`config.mk`:
```
export PLATFORM = sky130hd
export DESIGN_NAME = work_break_phase_timer_core
export DESIGN_NICKNAME = d
export VERILOG_FILES = /design/src/rtl/core/wbpt_pkg.sv /design/src/rtl/core/work_break_phase_timer_core.sv
export SDC_FILE = /design/constraint.sdc
export NUM_CORES = 2
export LEC_CHECK = 0
export BUFFER_PORTS_ARGS = -buffer_cell sky130_fd_sc_hd__buf_4
export CAP_MARGIN = 0
export CORE_ASPECT_RATIO = 1.25
export CORE_UTILIZATION = 60
export CTS_CLUSTER_SIZE = 25
export DETAILED_ROUTE_END_ITERATION = 10
export HOLD_SLACK_MARGIN = 0.12
export PLACE_DENSITY = 0.77
export SYNTH_ARGS = -nofsm -noshare
export SYNTH_HDL_FRONTEND = slang
export SYNTH_SLANG_ARGS = --single-unit
```
`constraint.sdc`:
```
create_clock -name clock -period 9.8 [get_ports clock]
set_input_delay 1.47 -clock clock [delete_from_list [all_inputs] [get_ports clock]]
set_output_delay 1.47 -clock clock [all_outputs]
set_load 0.005 [all_outputs]
```
`src/rtl/core/wbpt_pkg.sv`:
```
`timescale 1ns / 1ps
// ----------------------------------------------------------------------------
// wbpt_pkg
// Types, codes and constants shared by the work/break phase timer core.
// ----------------------------------------------------------------------------
package wbpt_pkg;

   // touch sample width
   localparam int TOUCH_BITS = 12;

   // op codes
   localparam logic [1:0] OP_TICK  = 2'd0;
   localparam logic [1:0] OP_START = 2'd1;
   localparam logic [1:0] OP_SNOOZE = 2'd2;
   localparam logic [1:0] OP_END   = 2'd3;

   // phase codes
   localparam logic [1:0] PH_IDLE  = 2'd0;
   localparam logic [1:0] PH_WORK  = 2'd1;
   localparam logic [1:0] PH_SHORT = 2'd2;
   localparam logic [1:0] PH_LONG  = 2'd3;

   // register indexes
   localparam logic [2:0] CSR_WORK_MIN   = 3'd0;
   localparam logic [2:0] CSR_SHORT_MIN  = 3'd1;
   localparam logic [2:0] CSR_LONG_MIN   = 3'd2;
   localparam logic [2:0] CSR_SNOOZE_MIN = 3'd3;
   localparam logic [2:0] CSR_CYCLES     = 3'd4;
   localparam logic [2:0] CSR_THRESHOLD  = 3'd5;
   localparam logic [2:0] CSR_DEBOUNCE   = 3'd6;

   localparam int CSR_INDEX_BITS = 3;
   localparam int CSR_DATA_BITS  = 16;

   // register reset values
   localparam logic [7:0]  RST_WORK_MIN   = 8'd25;
   localparam logic [7:0]  RST_SHORT_MIN  = 8'd5;
   localparam logic [7:0]  RST_LONG_MIN   = 8'd15;
   localparam logic [5:0]  RST_SNOOZE_MIN = 6'd5;
   localparam logic [3:0]  RST_CYCLES     = 4'd4;
   localparam logic [TOUCH_BITS-1:0] RST_THRESHOLD = TOUCH_BITS'(100);
   localparam logic [15:0] RST_DEBOUNCE   = 16'd500;

   localparam logic [23:0] MS_PER_MINUTE = 24'd60000;

   // n / 1000 for any 32-bit n: (n * ceil(2^38 / 1000)) >> 38, exact
   localparam logic [28:0] RECIP_1000  = 29'd274877907;
   localparam int          RECIP_SHIFT = 38;
   localparam int          SECONDS_BITS = 23;

   typedef struct packed {
      logic [1:0]            op;
      logic [TOUCH_BITS-1:0] touch_level;
   } req_type;

   typedef struct packed {
      logic [1:0]              phase;
      logic                    awaiting_touch;
      logic [SECONDS_BITS-1:0] remaining_seconds;
      logic [15:0]             completed_work_phases;
      logic [7:0]              snoozes_taken;
      logic                    touch_accepted;
      logic                    phase_changed;
   } rsp_type;

   // minutes to milliseconds, at most 15,300,000
   function automatic logic [31:0] minutes_to_ms(input logic [7:0] minutes);
      logic [23:0] prod;
      prod = {16'd0, minutes} * MS_PER_MINUTE;
      return {8'd0, prod};
   endfunction

endpackage

```
`src/rtl/core/work_break_phase_timer_core.sv`:
```
`timescale 1ns / 1ps
// ----------------------------------------------------------------------------
// work_break_phase_timer_core
// Work / short break / long break phase timer stepped by millisecond ticks,
// with debounced touch confirmation, snooze and session start/end ops.
// ----------------------------------------------------------------------------
// One item is accepted per clock while the result side keeps up. Each item
// updates the timer state in the cycle it is accepted; its result then moves
// through registered stages: a first stage registers the new state and the
// milliseconds left, a second stage turns the milliseconds into whole seconds
// with a single 32 x 29 reciprocal multiply. A stalled result holds the second
// stage, the first stage still takes one more item, and req_stall rises only
// once both are full. Configuration writes take effect at the next clock edge.
module work_break_phase_timer_core
   import wbpt_pkg::*;
(
   input  logic                      clock,
   input  logic                      reset,
   // item input
   input  logic                      req_valid,
   output logic                      req_stall,
   input  req_type                   req_data,
   // item result
   output logic                      rsp_valid,
   input  logic                      rsp_stall,
   output rsp_type                   rsp_data,
   // register writes
   input  logic                      csr_wr_en,
   input  logic [CSR_INDEX_BITS-1:0] csr_index,
   input  logic [CSR_DATA_BITS-1:0]  csr_wdata
);

   // configuration registers
   logic [7:0]            work_min_ff, short_min_ff, long_min_ff;
   logic [5:0]            snooze_min_ff;
   logic [3:0]            cycles_ff;
   logic [TOUCH_BITS-1:0] threshold_ff;
   logic [15:0]           debounce_ff;

   // timer state
   logic [1:0]  phase_ff, phase_in;
   logic [31:0] elapsed_ff, elapsed_in;
   logic [31:0] length_ff, length_in;
   logic [15:0] work_count_ff, work_count_in;
   logic [3:0]  to_long_ff, to_long_in;
   logic [7:0]  tally_ff, tally_in;
   logic        waiting_ff, waiting_in;
   logic        was_high_ff, was_high_in;
   logic [15:0] since_touch_ff, since_touch_in;

   // pipeline
   logic        s1_valid_ff, s1_valid_in;
   rsp_type     s1_rsp_ff, s1_rsp_in;
   logic [31:0] s1_left_ms_ff, s1_left_ms_in;
   logic        rsp_valid_ff, rsp_valid_in;
   rsp_type     rsp_data_ff, rsp_data_in;

   logic        req_fire, s2_load;
   logic        accepted, changed, pressed;
   logic [15:0] since_inc;
   logic [3:0]  to_long_inc;
   logic [32:0] snooze_sum;
   logic [60:0] seconds_prod;

   // handshake and stage movement
   assign s2_load     = !rsp_valid_ff || !rsp_stall;
   assign req_stall   = s1_valid_ff && !s2_load;
   assign req_fire    = req_valid && !req_stall;
   assign s1_valid_in = req_fire ? 1'b1 : (s2_load ? 1'b0 : s1_valid_ff);
   assign rsp_valid_in = s2_load ? s1_valid_ff : rsp_valid_ff;

   // register writes
   always_ff @(posedge clock) begin
      if (reset) begin
         work_min_ff   <= RST_WORK_MIN;
         short_min_ff  <= RST_SHORT_MIN;
         long_min_ff   <= RST_LONG_MIN;
         snooze_min_ff <= RST_SNOOZE_MIN;
         cycles_ff     <= RST_CYCLES;
         threshold_ff  <= RST_THRESHOLD;
         debounce_ff   <= RST_DEBOUNCE;
      end else if (csr_wr_en) begin
         unique case (csr_index)
            CSR_WORK_MIN:   work_min_ff   <= csr_wdata[7:0];
            CSR_SHORT_MIN:  short_min_ff  <= csr_wdata[7:0];
            CSR_LONG_MIN:   long_min_ff   <= csr_wdata[7:0];
            CSR_SNOOZE_MIN: snooze_min_ff <= csr_wdata[5:0];
            CSR_CYCLES:     cycles_ff     <= csr_wdata[3:0];
            CSR_THRESHOLD:  threshold_ff  <= csr_wdata[TOUCH_BITS-1:0];
            CSR_DEBOUNCE:   debounce_ff   <= csr_wdata[15:0];
            default: ;
         endcase
      end
   end

   // next timer state for the incoming item
   always_comb begin
      phase_in       = phase_ff;
      elapsed_in     = elapsed_ff;
      length_in      = length_ff;
      work_count_in  = work_count_ff;
      to_long_in     = to_long_ff;
      tally_in       = tally_ff;
      waiting_in     = waiting_ff;
      was_high_in    = was_high_ff;
      since_touch_in = since_touch_ff;
      accepted       = 1'b0;
      changed        = 1'b0;
      pressed        = req_data.touch_level > threshold_ff;
      since_inc      = (since_touch_ff != 16'hFFFF) ? since_touch_ff + 16'd1 : since_touch_ff;
      to_long_inc    = to_long_ff + 4'd1;
      snooze_sum     = {1'b0, length_ff} + 33'(minutes_to_ms({2'b00, snooze_min_ff}));

      unique case (req_data.op)
         OP_TICK: begin
            since_touch_in = since_inc;
            if (phase_ff != PH_IDLE) begin
               // debounced rising edge
               if (pressed && !was_high_ff && since_inc > debounce_ff) begin
                  accepted       = 1'b1;
                  since_touch_in = 16'd0;
               end
               was_high_in = pressed;
               if (accepted) begin
                  changed    = 1'b1;
                  elapsed_in = 32'd0;
                  tally_in   = 8'd0;
                  waiting_in = 1'b0;
                  if (phase_ff == PH_WORK) begin
                     work_count_in = work_count_ff + 16'd1;
                     if (to_long_inc >= cycles_ff) begin
                        to_long_in = 4'd0;
                        phase_in   = PH_LONG;
                        length_in  = minutes_to_ms(long_min_ff);
                     end else begin
                        to_long_in = to_long_inc;
                        phase_in   = PH_SHORT;
                        length_in  = minutes_to_ms(short_min_ff);
                     end
                  end else begin
                     phase_in  = PH_WORK;
                     length_in = minutes_to_ms(work_min_ff);
                  end
               end else begin
                  // count time, flag when the phase runs out
                  if (elapsed_ff != 32'hFFFF_FFFF) begin
                     elapsed_in = elapsed_ff + 32'd1;
                  end
                  if (!waiting_ff && elapsed_in >= length_ff) begin
                     waiting_in = 1'b1;
                  end
               end
            end
         end
         OP_START: begin
            phase_in      = PH_WORK;
            length_in     = minutes_to_ms(work_min_ff);
            elapsed_in    = 32'd0;
            work_count_in = 16'd0;
            to_long_in    = 4'd0;
            tally_in      = 8'd0;
            waiting_in    = 1'b0;
            changed       = 1'b1;
         end
         OP_SNOOZE: begin
            if (phase_ff == PH_SHORT || phase_ff == PH_LONG) begin
               length_in = snooze_sum[32] ? 32'hFFFF_FFFF : snooze_sum[31:0];
               if (tally_ff != 8'hFF) begin
                  tally_in = tally_ff + 8'd1;
               end
            end
         end
         OP_END: begin
            changed    = (phase_ff != PH_IDLE);
            phase_in   = PH_IDLE;
            waiting_in = 1'b0;
            elapsed_in = 32'd0;
            length_in  = 32'd0;
         end
         default: ;
      endcase
   end

   // first-stage result: everything but the seconds
   always_comb begin
      s1_rsp_in.phase                 = phase_in;
      s1_rsp_in.awaiting_touch        = waiting_in;
      s1_rsp_in.remaining_seconds     = '0;
      s1_rsp_in.completed_work_phases = work_count_in;
      s1_rsp_in.snoozes_taken         = tally_in;
      s1_rsp_in.touch_accepted        = accepted;
      s1_rsp_in.phase_changed         = changed;
      if (phase_in != PH_IDLE && !waiting_in && length_in > elapsed_in) begin
         s1_left_ms_in = length_in - elapsed_in;
      end else begin
         s1_left_ms_in = 32'd0;
      end
   end

   // timer state registers
   always_ff @(posedge clock) begin
      if (reset) begin
         phase_ff       <= PH_IDLE;
         elapsed_ff     <= 32'd0;
         length_ff      <= 32'd0;
         work_count_ff  <= 16'd0;
         to_long_ff     <= 4'd0;
         tally_ff       <= 8'd0;
         waiting_ff     <= 1'b0;
         was_high_ff    <= 1'b0;
         since_touch_ff <= 16'd0;
      end else if (req_fire) begin
         phase_ff       <= phase_in;
         elapsed_ff     <= elapsed_in;
         length_ff      <= length_in;
         work_count_ff  <= work_count_in;
         to_long_ff     <= to_long_in;
         tally_ff       <= tally_in;
         waiting_ff     <= waiting_in;
         was_high_ff    <= was_high_in;
         since_touch_ff <= since_touch_in;
      end
   end

   // milliseconds to whole seconds
   assign seconds_prod = {29'd0, s1_left_ms_ff} * {32'd0, RECIP_1000};

   // second-stage result with the seconds filled in
   always_comb begin
      rsp_data_in                   = s1_rsp_ff;
      rsp_data_in.remaining_seconds = seconds_prod[RECIP_SHIFT +: SECONDS_BITS];
   end

   // pipeline registers
   always_ff @(posedge clock) begin
      if (reset) begin
         s1_valid_ff  <= 1'b0;
         rsp_valid_ff <= 1'b0;
      end else begin
         s1_valid_ff  <= s1_valid_in;
         rsp_valid_ff <= rsp_valid_in;
      end
   end

   always_ff @(posedge clock) begin
      if (req_fire) begin
         s1_rsp_ff     <= s1_rsp_in;
         s1_left_ms_ff <= s1_left_ms_in;
      end
      if (s2_load && s1_valid_ff) begin
         rsp_data_ff <= rsp_data_in;
      end
   end

   assign rsp_valid = rsp_valid_ff;
   assign rsp_data  = rsp_data_ff;

   // checks
   a_wait_not_idle: assert property (@(posedge clock) disable iff (reset)
      waiting_ff |-> phase_ff != PH_IDLE)
      else $error("awaiting flag set while idle");

   a_touch_changes: assert property (@(posedge clock) disable iff (reset)
      rsp_valid && rsp_data.touch_accepted |-> rsp_data.phase_changed)
      else $error("accepted touch without phase change");

   a_seconds_only_running: assert property (@(posedge clock) disable iff (reset)
      rsp_valid && rsp_data.remaining_seconds != '0
         |-> !rsp_data.awaiting_touch && rsp_data.phase != PH_IDLE)
      else $error("seconds left while idle or awaiting touch");

   a_accept_clears_debounce: assert property (@(posedge clock) disable iff (reset)
      req_fire && accepted |=> since_touch_ff == 16'd0 && !waiting_ff)
      else $error("touch accepted but debounce count or flag not cleared");

endmodule
```
# After elaboration in Yosys (flattened, before gate mapping)

Cells that the tools add are included.

Add/sub/neg operators: 7
$mul: 5
Order comparisons: 5
Equal/unequal tests: 18
Multiplexer cells: 48
Reductions and logical operators: 35

Operators by type and width:

| operator               | count |
|---|---|
| $mux 32                | 11 |
| $pmux 32 s4            | 1 |
| $mux 16                | 6 |
| $pmux 32 s2            | 1 |
| $mul 32x29->61 const B | 1 |
| $mul 8x11->19 const B  | 3 |
| $add 32x22->33         | 1 |
| $add 16x1->16 const B  | 2 |
| $add 32x1->32 const B  | 1 |
| $ge 32x32->1           | 1 |
| $gt 32x32->1           | 1 |
| $mux 8                 | 4 |
| $ne 32x32->1 const B   | 1 |
| $pmux 16 s2            | 1 |
| $sub 32x32->32         | 1 |
| $mux 24                | 1 |
| $pmux 8 s3             | 1 |
| $reduce_and 2->1       | 9 |
| $mul 6x11->17 const B  | 1 |
| $gt 16x16->1           | 1 |
| $mux 4                 | 4 |
| $ne 16x16->1 const B   | 1 |
| $gt 12x12->1           | 1 |
| $mux 1                 | 11 |
| other kinds (24)       | 52 |

Bits in registers: 289
Input bits: 38
Output and inout port bits: 54
Word-level logic and storage cells: 150

# Longest topological paths before layout

Word-level depth: 19
Depth in mapped cells: 38
Gate-level depth less buffers: 37

# Worst setup path after synthesis

Ideal clock, no wire load.

Kind: reg-to-reg
Start point: register snooze_min_ff[4]
End point: register s1_left_ms_ff[20], data pin
Library setup time: 0.255 ns
Arrival time: 7.333 ns
Data required time: 9.545 ns
Setup slack: 2.213 ns
Stages on the path, launching flop included: 38
Buffers on the path: 3
Period minus slack after synthesis: 7.587 ns
Cell sequence: dfxtp_1 -> inv_1 -> ha_1 -> inv_1 -> fa_1 -> ha_1 -> ha_1 -> a21oi_1 -> o21bai_1 -> a21oi_1 -> o21a_1 -> o21ai_0 -> o41ai_1 -> o21bai_1 -> a21oi_1 -> xnor2_1 -> ha_1 -> and3_1 -> [... 2 more ...] -> and3_1 -> nand2b_1 -> nor3_1 -> nand2b_1 -> clkbuf_1 -> a21oi_1 -> ha_1 -> and2b_1 -> o31a_1 -> o22ai_1 -> o311a_1 -> o21ai_2 -> a21o_1 -> o2111ai_1 -> a211o_1 -> buf_2 -> buf_6 -> nor2_1

Cells in the longest elaborated chain, start to end: 7
Elaborated cells between the ends (all ways): 8
Those cells by class: 2 x add/sub; 1 x mul; 1 x order compare; 3 x mux; 1 x reduce/logical

RTL lines:

| item                   | line                               | text |
|---|---|---|
| start, declared        | work_break_phase_timer_core.sv:35  | `logic [5:0] snooze_min_ff;` |
| start signal, assigned | work_break_phase_timer_core.sv:87  | `CSR_SNOOZE_MIN: snooze_min_ff <= csr_wdata[5:0];` |
| $mul 6x11->17 *        | wbpt_pkg.sv:69                     | `prod = {16'd0, minutes} * MS_PER_MINUTE;` |
| $add 32x22->33 *       | work_break_phase_timer_core.sv:112 | `snooze_sum = {1'b0, length_ff} + 33'(minutes_to_ms({2'b00, snooze_min_ff}));` |
| $mux 32 *              | work_break_phase_timer_core.sv:167 | `length_in = snooze_sum[32] ? 32'hFFFF_FFFF : snooze_sum[31:0];` |
| $mux 32 *              | work_break_phase_timer_core.sv:166 | `if (phase_ff == PH_SHORT \|\| phase_ff == PH_LONG) begin` |
| $pmux 32 s4 *          | work_break_phase_timer_core.sv:114 | `unique case (req_data.op)` |
| via length_in[2]       | work_break_phase_timer_core.sv:43  | `logic [31:0] length_ff, length_in;` |
| $gt 32x32->1           | work_break_phase_timer_core.sv:193 | `if (phase_in != PH_IDLE && !waiting_in && length_in > elapsed_in) begin` |
| $logic_and 1x1->1      | work_break_phase_timer_core.sv:193 |  |
| end signal, assigned   | work_break_phase_timer_core.sv:248 | `s1_left_ms_ff <= s1_left_ms_in;` |
| end, declared          | work_break_phase_timer_core.sv:54  | `logic [31:0] s1_left_ms_ff, s1_left_ms_in;` |

Mark *: on every way through the listed nets, which the timed path passes. The rest lies on a longest branch.
A chain may end at the register's enable or synchronous reset.

# Final worst setup path

Start point: register snooze_min_ff[4]
End point: register s1_left_ms_ff[13], data pin

Same word-level chain as after synthesis.

==> results.md <==
- Synth Register Bits: slightly below 300
- Boundary Pins: 92
- Most used routing layer: met2
- Largest stage delay on the critical path: around 0.49 ns
- Final-layout fill cell count: just over 5000
- Critical-path top delay cell: sky130_fd_sc_hd__dfxtp_1
- Number of DRC markers after the initial detailed-route iteration: 1889
- Maximum capacitance violations: 0
- Count of distinct cell types in the synthesized netlist: slightly above 100
- Number of buffers added by the clock tree synthesis step: 34
- Number of enable-type register cells in the synthesized netlist: roughly 110
- Longest Clk Path Bufs: 3
- Critical path capture point type: flop
- Remaining design rule violation count: 0
- Area occupied by multi-input gates: 0.0276 mm²
- Setup Total Neg Slack: 0 ns
- Vias per cell: roughly 6
- Endpoint arrival time on the critical path: slightly above 9 ns
- H-tree depth: 2
- Via Count: around 30000
- Post-synth top area cell: sky130_fd_sc_hd__ha_1
- CP dominant cell by count: sky130_fd_sc_hd__ha_1
- Global-route met2 utilization: 0.567
- Final Setup Violations: 0
- Critical Path Source Type: flop
- Crit Path Category: flop to flop
- Synth Instances: approximately 4100
- Proportion of netlist area held by the largest area contributor: 0.229
- Clk Tree Root Cell: sky130_fd_sc_hd__clkbuf_16
- Highest Clock Rate: 111 MHz
- Top fanout value on the critical path: 22
- Antenna Violating Nets Remaining: 0
- Met1 usage in global routing: 0.347
- Clk pin slew, worst setup/hold paths: ~0.070 ns
- Min Clock Period, post-route: 9.01 ns
- Share of the cycle needed by the critical path after routing: 0.920
- Routability congestion estimate: approximately 1.0
- Port Buf Inserts: just over 90
- Chip Width: 227 µm
- Mean post-synth cell area: approximately 9.1 µm²
- Number of sinks on the clock net: between 200 and 300
- Global Route Usage Sum: 0.315
- Synth warn: 0
- Mapped Area: roughly 0.038 mm²
- Met3 track demand over resource: 0.0337
- Height of the chip: between 200 and 300 µm
- Layout Nets: approximately 5300
- Die area: 0.0641 mm²
- Routed WL: approximately 100 mm
- Maximum number of pins on one net before global-route repair: 80
- Placed wire-length estimate: between 70 and 80 mm
- Number of placement rows: a little over 100
- Number of iterations in the first detailed-routing pass: 7
- Sequential-to-total area share from yosys stat: 0.183
- Fraction of layout instances using a drive strength above 1: 0.0605
- Leading cell type by number of instances after synthesis: sky130_fd_sc_hd__inv_1
- Ys async rst share: 0
- PostCTS Resize Cnt: 0
- Sequential standard cell area: around 0.0069 mm²
- Grt ovf: 0
- Clock tree from TritonCTS: yes
- # hold bufs at CTS: 0
- Initial antenna violation count: 1
- Worst min-delay path category: flop to flop
- Required time at the endpoint of the critical path: between 10 and 15 ns
- Fin worst setup slack: between 0.7 and 0.8 ns
- Result of the run: complete, no violations
- Tightest Pin Transition: approximately 1.1 ns
- Initial cell density of the core: 0.609
- First-pass GRT wire length: roughly 160 mm
- Core box area: roughly 0.062 mm²
- Number of buffers inserted to repair setup after CTS: 0
- Insertion delay of the later-clocked pin in the worst-skew pair: 0.56 ns
- Post-synth net total: 5258
- Largest clock skew in the final design: about 0.028 ns
- Worst rel slew slack: 0.293
- Setup repair after global routing missed its margin: no
- Max-slew violation total from the final report: 0
- Post-synthesis to final-layout area growth: 7.11%
- Number of global-route vias before repair: between 30000 and 40000
- Final-report hold violation count: 0
- DR WL/cell: 19.7 µm
- Top post-synthesis cells by area: sky130_fd_sc_hd__ha_1, sky130_fd_sc_hd__fa_1, sky130_fd_sc_hd__dfxtp_1
- Pre-CTS setup slack: 0.952 ns
- Ys flop type: sky130_fd_sc_hd__dfxtp_1
- Leading post-synthesis cells by instance count: sky130_fd_sc_hd__inv_1, sky130_fd_sc_hd__ha_1, sky130_fd_sc_hd__fa_1
==> final cells by class <==
class	count	area share
well taps	832	0.0257
repair buffers	127	0.0235
clock buffers	40	0.0226
clock inverters	21	0.00568
flip-flops and latches	289	0.171
multi-input cells	2982	0.681
inverters	770	0.0714
diodes	1	0.0000617
==> state kept, by name, summed over array words and instances, names as in the netlist <==
| signal | count |
|---|---|
| rsp_data | 52 |
| elapsed_ff | 32 |
| length_ff | 32 |
| s1_left_ms_ff | 32 |
| rsp_data_in | 29 |
| debounce_ff | 16 |
| since_touch_ff | 16 |
| work_count_ff | 16 |
| threshold_ff | 12 |
| long_min_ff | 8 |
| short_min_ff | 8 |
| tally_ff | 8 |
| work_min_ff | 8 |
| snooze_min_ff | 6 |
| cycles_ff | 4 |
| to_long_ff | 4 |
| phase_ff | 2 |
| rsp_valid | 1 |
| s1_valid_ff | 1 |
| waiting_ff | 1 |
| was_high_ff | 1 |
==> logic make-up (layout without fill, tap and decap cells) <==
| family | Yosys count | in the layout | share of synthesized area |
|---|---|---|---|
| simple gates | 943 | 943 | 0.120 |
| xor+xnor | 163 | 163 | 0.0377 |
| buf+inv | 877 | 958 | 0.0887 |
| flops | 289 | 289 | 0.183 |
| mux | 29 | 29 | 0.00780 |
| compound gates | 775 | 775 | 0.134 |
| fa+ha+maj | 1072 | 1072 | 0.429 |
| other cells | 0 | 1 | 0 |
==> metal layers <==
metal	vias to the layer above	routed length [µm]
met5	-	0
met3	376	4450
met1	14230	37000
met2	899	50700
li1	14159	-
met4	0	7720
==> per-stage QoR <==
step	area (µm²)	std cells	utilization	hold slack [ns]
global placement	39400	5000	0.634	0.401
CTS	40500	5061	0.652	0.418
floorplan	37900	4148	-	0.400
detailed placement	39400	5000	0.634	0.405
global route	40500	5061	0.652	0.426
finish	40500	5062	0.652	0.418
==> worst paths after layout <==
path,start,end,slack (ns),cells after the start
min,rsp_data_in[25],rsp_data[25],0.42,0
max,snooze_min_ff[4],s1_left_ms_ff[13],0.79,35
max reg2reg,snooze_min_ff[4],s1_left_ms_ff[13],0.79,35
min reg2reg,rsp_data_in[25],rsp_data[25],0.42,0
==> critical path, delay by kind of cell, from the launching register on <==
family / cells / cell delay, ns
fa+ha+maj: 6 / 2.04
simple gates: 9 / 1.98
xor+xnor: 1 / 0.08
buf+inv: 3 / 0.53
compound gates: 16 / 3.61
flops: 1 / 0.49
==> layout by cell type, fill, tap and decap left out, types with 113 or more instances in the layout <==
master                     netlist  routed
sky130_fd_sc_hd__a21oi_1       265     265
sky130_fd_sc_hd__buf_4           2     127
sky130_fd_sc_hd__dfxtp_1       176     176
sky130_fd_sc_hd__edfxtp_1      113     113
sky130_fd_sc_hd__fa_1          378     378
sky130_fd_sc_hd__ha_1          694     694
sky130_fd_sc_hd__inv_1         762     762
sky130_fd_sc_hd__nand2_1       301     300
sky130_fd_sc_hd__nor2_1        235     235
sky130_fd_sc_hd__o21ai_0       117     116
Power is left out: the tool's default activity adds up to more than one toggle a clock period on the data nets, which glitch-free logic cannot reach.
